[src/rtl/dri_pkg.sv]
// Shared types, widths and helpers for the disparity range inverter.
`default_nettype none

package dri_pkg;

  localparam int COL_W   = 10;
  localparam int DISP_W  = 11;
  localparam int WIDTH_W = 11;
  localparam int STEP_W  = 12;
  localparam int ADDR_W  = 3;
  localparam int DATA_W  = 32;

  localparam int MAX_COLS = 1 << COL_W;
  localparam int MAX_DISP = 512;

  localparam logic [ADDR_W-1:0]  ADDR_ROW_WIDTH = ADDR_W'(0);
  localparam logic [WIDTH_W-1:0] ROW_WIDTH_RST  = WIDTH_W'(MAX_COLS);
  localparam logic [WIDTH_W-1:0] ROW_WIDTH_MAX  = WIDTH_W'(MAX_COLS);

  localparam logic signed [DISP_W-1:0] DISP_HI = DISP_W'(MAX_DISP);
  localparam logic signed [DISP_W-1:0] DISP_LO = -DISP_W'(MAX_DISP);

  typedef struct packed {
    logic                     filled;
    logic signed [DISP_W-1:0] low;
    logic signed [DISP_W-1:0] high;
  } dri_entry_t;

  typedef struct packed {
    logic                     valid;
    logic                     drain;
    logic [COL_W-1:0]         addr;
    logic signed [DISP_W-1:0] nd;
  } dri_wb_t;

  function automatic logic signed [DISP_W-1:0] clamp_disp(
    input logic signed [DISP_W-1:0] v
  );
    logic signed [DISP_W-1:0] r;
    r = v;
    if (v < DISP_LO) r = DISP_LO;
    if (v > DISP_HI) r = DISP_HI;
    return r;
  endfunction

endpackage

`default_nettype wire

[src/rtl/dri_fold.sv]
// Fold unit: merges one negated disparity into a stored column range, or clears the entry on a drain.
`default_nettype none

module dri_fold
  import dri_pkg::*;
(
  input  wire dri_entry_t               rd_i,
  input  wire logic signed [DISP_W-1:0] nd_i,
  input  wire logic                     drain_i,
  output dri_entry_t                    wr_o
);

  always_comb begin
    wr_o = '0;
    if (!drain_i) begin
      wr_o.filled = 1'b1;
      if (!rd_i.filled) begin
        wr_o.low  = nd_i;
        wr_o.high = nd_i;
      end else begin
        wr_o.low  = (nd_i < rd_i.low)  ? nd_i : rd_i.low;
        wr_o.high = (nd_i > rd_i.high) ? nd_i : rd_i.high;
      end
    end
  end

endmodule

`default_nettype wire

[config.mk]
export PLATFORM = sky130hd
export DESIGN_NAME = dri_fold
export DESIGN_NICKNAME = d
export VERILOG_FILES = /design/src/rtl/dri_pkg.sv /design/src/rtl/dri_fold.sv
export SDC_FILE = /design/constraint.sdc
export NUM_CORES = 1
export LEC_CHECK = 0
export ABC_CLOCK_PERIOD_IN_PS = 1600
export BUFFER_PORTS_ARGS = -buffer_cell sky130_fd_sc_hd__buf_2
export CORE_AREA = 5 5 56 58
export DETAILED_ROUTE_END_ITERATION = 8
export DIE_AREA = 0 0 61 63
export GPL_ROUTABILITY_DRIVEN = 1
export PLACE_DENSITY_LB_ADDON = 0.1
export SLEW_MARGIN = 25
export SYNTH_ARGS = -nofsm -noshare
export SYNTH_HDL_FRONTEND = slang
export SYNTH_SLANG_ARGS = --single-unit
[constraint.sdc]
create_clock -name vclk -period 1.6
set_clock_uncertainty 0.05 [all_clocks]
set_input_delay 0.08 -clock vclk [all_inputs]
set_output_delay 0.08 -clock vclk [all_outputs]
set_load 0.02 [all_outputs]
==> results.md, run 1 <==
- Status: complete, but fails checks
- Violated checks: negative setup slack
- Placed cell areas: 1809 um^2
- Worst vdd ir: 245.7 uV
- First-pass GRT wire length: 5223 um
- Synth warn: 0
- Post-Synth Simple-Gate Area: 0.2112
- Largest family of logic cells by synthesized area: adder cells
- Chip height: 63 um
- GR Util All Layers: 0.1669
- Period utilisation layout: 1.291
- Routed via count: 1,232
- Design Area, Final: 2067 um^2
- # rows: 19
- Number of global-route vias before repair: 1,323
- Worst hold slack: 0.4847 ns
- Largest cells by area after synthesis: ha_1, mux2i_1, nand2_1
- Critical path capture point type: primary output
- Final hold viol count: 0
- Critical path class: input port to primary output
- Leak pwr: 0.9991 nW
- Post-Route Setup TNS: -7.808 ns
- Sequential cell count: 0
- PortBufs: 58
- Area growth, synth to finish: 119.4%
- Count of unique library cells instantiated by Yosys: 27
- Filler instances: 169
- Fin crit period: 2.065 ns
- Compound-Gate Fraction of Synth Area: 0.1514
- RePlAce Congestion: 0.7826
- Iter 0 DRT Violations: 44
- Die width: 61 um
- Register Area: 0 um^2
- Worst hold path type: input port to primary output
- Synth Area in Adders: 0.2789
- Slew Viols, Final: 0
- Cells after Synth: 138
- Antenna-violating nets left: 0
- Largest net degree at the start of global routing: 19
- Yosys top cell area share: 0.2789
- Slew headroom: 0.6677
- Worst-path fanout max: 6
- Die area: 3843 um^2
- Via-to-Cell Ratio: 4.928
- Worst setup SP type: input port
- Post-Syn Area: 942.2 um^2
- Mux share of post-synthesis cell area: 0.2337
- Wire length per cell: 12.39 um
- Pre-Repair DR Iteration Count: 4
- Crit path required time: 1.47 ns
- Core area: 2615 um^2
- Syn Nets: 194
- Mean Syn Cell Area: 6.827 um^2
- Hold Buf Count CTS: 0
- Final-layout clock buffer total: 0
- Pwr/cell area: 371.7 nW/um^2
- Initial antenna violation count: 0
- Critical path destination: wr_o[4]
- Io pins: 58
- Count of final setup violators: 22
- Worst slew pin tran: 0.4953 ns
- Most common cell after layout, fill and taps aside: nand2_1
- Worst Path Arrival: 1.94 ns
- Max-cap violation count: 0
- Share of layout cells above drive strength 1: 0.5890
- Routed wire length: 3098 um
- Sequential share of the synthesized area: 0
- RSZ-0062 raised after global routing: true
- Hpwl dp: 2628 um
- Post-synth top area cell: ha_1
- Fmax achieved: 484.2 MHz
- Most frequent cells in the layout: nand2_1, buf_2, buf_4
- N_diodes: 0
- Drt drc: 0
- Fin worst setup slack: -0.4653 ns
- Xor and xnor area share after synthesis: 0
- Worst Setup SP: rd_i[10]
- Nets: 277
- Total gr overflow: 0
- Initial core utilization: 0.3603
[report_power, final]
part / internal, mW / leakage, nW / switching, mW / total [mW]
Combinational: 0.414 / 0.999 / 0.354 / 0.768
Clock: 0 / 0 / 0 / 0
Sequential: 0 / 0 / 0 / 0
Total: 0.414 / 0.999 / 0.354 / 0.768
[cell type report]
class                           instances  area [um^2]  share of cell area
Timing Repair Buffer                   86        718.2              0.3475
Tap cell                               31        38.79             0.01877
Multi-Input combinational cell        109         1212              0.5866
Inverter                               24        97.59             0.04722
[layer usage]
metal | up-vias | part of all wire | routed length, um | global-route usage
met2 | 37 | 0.56 | 1744 | 0.3489
met5 | - | 0 | 0 | 0
li1 | 643 | - | - | -
met1 | 548 | 0.38 | 1170 | 0.1763
met3 | 4 | 0.047 | 146 | 0.004132
met4 | 0 | 0.012 | 36 | 0.01897
[worst max-delay path, stage by stage]
cell,delay [ns]
buf_8,0.09
inv_8,0.03
ha_4,0.24
or4b_1,0.42
a221o_1,0.31
o22ai_4,0.19
buf_12,0.19
mux2i_4,0.24
buf_6,0.14
[cell families (layout without fill, tap and decap cells)]
logic type	after synthesis	after routing
AO/OA/AOI/OAI	21	21
adder cells (fa/ha/maj)	21	21
buffers and inverters	29	110
multiplexers	22	22
AND/OR/NAND/NOR	45	45
[Yosys cell counts, drive strengths merged]
master / count
o21a: 1
or4b: 1
ha: 21
inv: 23
nand3: 1
o21ai: 3
a41oi: 1
buf: 2
a221o: 1
and2b: 1
a21oi: 6
o22ai: 1
nand2b: 1
a31oi: 3
mux2i: 22
nand4: 3
clkbuf: 3
nand2: 35
a2111oi: 1
a21o: 4
nor2: 1
nor2b: 1
clkinv: 1
and4: 1
[through the flow]
| step | instances | power [mW] | utilization | worst slack (ns) |
|---|---|---|---|---|
| 6_report | 250 | 0.7682 | 0.7904 | -0.4653 |
| 3_3_place_gp | 246 | 0.6467 | 0.6919 | -0.5490 |
| 5_1_grt | 250 | 0.8325 | 0.7904 | -0.5306 |
| 3_5_place_dp | 246 | 0.6610 | 0.6919 | -0.5796 |
| 2_1_floorplan | 138 | 0.4225 | - | -0.2628 |
| 4_1_cts | 249 | 0.7502 | 0.7679 | -0.4780 |
[worst min-delay path by stage]
stage | to | slack (ns) | start | cells after the start
finish | wr_o[0] | 0.48 | rd_i[0] | 4
global route | wr_o[16] | 0.51 | rd_i[16] | 4
global placement | wr_o[0] | 0.48 | rd_i[0] | 4
floorplan | wr_o[21] | 0.27 | rd_i[21] | 2
detailed placement | wr_o[0] | 0.48 | rd_i[0] | 4
CTS | wr_o[21] | 0.49 | rd_i[21] | 4
[repair_timing]
item / CTS / global route
gates cloned: 0 / 0
setup endpoints to repair: 22 / 22
gates resized for setup: 52 / 11
pin swaps: 12 / 9
setup buffers: 3 / 1
No activity file was read; power rests on OpenSTA's default activity.
==> run 2: changes to the inputs <==
PLACE_DENSITY = 0.73   (was unset)
PLACE_DENSITY_LB_ADDON = unset   (was 0.1)
==> run 2 against run 1 <==
  * The flow still finishes with violations (negative setup slack)
  * Routed wire length up 7.3%
  * First-iteration DRC count grew 25%
  * Fmax barely moved
  * Core utilization shrank 3.1 points
  * Combinational power shrank 3.9%
  * Die area is the same
  * Largest cell class unchanged
==> results.md, run 2 (synthesis results as in run 1) <==
- Status: complete, but fails checks
- Violated checks: negative setup slack
- Critical path buffers and inverters: 4
- Most frequent cells in the layout: nand2_1, buf_2, buf_6
- Worst hold path type: input port to primary output
- CP cell instances: buf_8 -> inv_8 -> ha_4 -> or4b_4 -> a221o_1 -> o22ai_2 -> buf_6 -> mux2i_4 -> buf_6
- Count of final setup violators: 22
- Worst-path fanout max: 6
- Worst slew pin tran: 0.3337 ns
- Initial antenna violation count: 0
- Final-layout clock buffer total: 0
- Worst setup SP type: input port
- Worst vdd ir: 246.5 uV
- First-pass GRT wire length: 5844 um
- Hold Buf Count CTS: 0
- Crit path required time: 1.47 ns
- Most common cell after layout, fill and taps aside: nand2_1
- RePlAce Congestion: 0.7815
- Io pins: 58
- Routed via count: 1,226
- Via-to-Cell Ratio: 5.004
- # rows: 19
- RSZ-0062 raised after global routing: true
- Period utilisation layout: 1.290
- Fin worst setup slack: -0.4641 ns
- Register Area: 0 um^2
- Critical path class: input port to primary output
- Antenna-violating nets left: 0
- Nets: 272
- Final hold viol count: 0
- Critical path capture point type: primary output
- Largest stage delay, worst path: 0.45 ns
- Fmax achieved: 484.5 MHz
- Hold EP: wr_o[0]
- PortBufs: 58
- Die area: 3843 um^2
- N_diodes: 0
- GR Util All Layers: 0.1861
- Pwr/cell area: 371.6 nW/um^2
- Slew Viols, Final: 0
- Worst Path Arrival: 1.93 ns
- Iter 0 DRT Violations: 55
- Pre-Repair DR Iteration Count: 4
- Hpwl dp: 2726 um
- Placed cell areas: 1762 um^2
- Die width: 61 um
- Fin crit period: 2.064 ns
- Drt drc: 0
- Chip height: 63 um
- Share of layout cells above drive strength 1: 0.5794
- Core area: 2615 um^2
- Area growth, synth to finish: 110.9%
- Design Area, Final: 1987 um^2
- Slew headroom: 0.7775
- Post-Route Setup TNS: -8.167 ns
- Leak pwr: 0.9684 nW
- Top Family by Delay on Critical Path: buffers and inverters
- CP dominant cell by count: buf_6
- Routed wire length: 3323 um
- Hold Path Depth: 4
- Critical-path top delay cell: or4b_4
- Total gr overflow: 0
- Number of global-route vias before repair: 1,414
- Max-cap violation count: 0
- Largest net degree at the start of global routing: 35
- Filler instances: 203
- Initial core utilization: 0.3603
- Wire length per cell: 13.56 um
- Worst Hold Launch: rd_i[0]
- Sequential cell count: 0
-- run 2: routing by layer --
layer | part of all wire | global-route usage | vias up
met5 | 0 | 0 | -
met4 | 0 | 0 | 0
met3 | 0.073 | 0.01033 | 0
met2 | 0.55 | 0.3850 | 37
met1 | 0.37 | 0.2067 | 560
li1 | - | - | 629
-- run 2: layout make-up --
class	instances	area, um^2	area share
Tap cell	31	38.79	0.01952
Timing Repair Buffer	81	661.9	0.3331
Multi-Input combinational cell	109	1189	0.5982
Inverter	24	97.59	0.04912
-- run 2: where the power goes --
group | total (mW) | switching (mW) | internal (mW)
logic | 0.738 | 0.349 | 0.390
clock network | 0 | 0 | 0
registers | 0 | 0 | 0
-- run 2: worst max path at each step --
stage	from	to	slack, ns	cells after the start
after floorplan	rd_i[10]	wr_o[10]	-0.26	7
after global placement	rd_i[10]	wr_o[5]	-0.52	9
after detailed placement	rd_i[10]	wr_o[4]	-0.60	9
after CTS	rd_i[10]	wr_o[4]	-0.49	9
after global routing	rd_i[10]	wr_o[3]	-0.54	9
final	rd_i[10]	wr_o[3]	-0.46	9
-- run 2: through the flow --
step                cells  setup WS [ns]  power, mW  utilization  hold WS (ns)
floorplan             138        -0.2628     0.4225            -        0.2656
global placement      243        -0.5214     0.6219       0.6737        0.4821
detailed placement    243        -0.6016     0.6396       0.6737        0.4834
CTS                   245        -0.4894     0.7328       0.7507        0.4893
global route          245        -0.5388     0.7989       0.7598        0.5132
finish                245        -0.4641     0.7383       0.7598        0.4881
-- run 2: worst min-delay path, delay by kind of cell --
| kind | cells | cell delay, ns |
|---|---|---|
| buffers and inverters | 2 | 0.26 |
| multiplexers | 1 | 0.06 |
| AND/OR/NAND/NOR | 1 | 0.05 |
-- run 2: repair_timing --
| item | 4_1_cts | 5_1_grt |
|---|---|---|
| pin swaps | 11 | 5 |
| gates resized for setup | 55 | 6 |
| endpoints found under the setup margin | 22 | 22 |
| setup buffers | 2 | 0 |
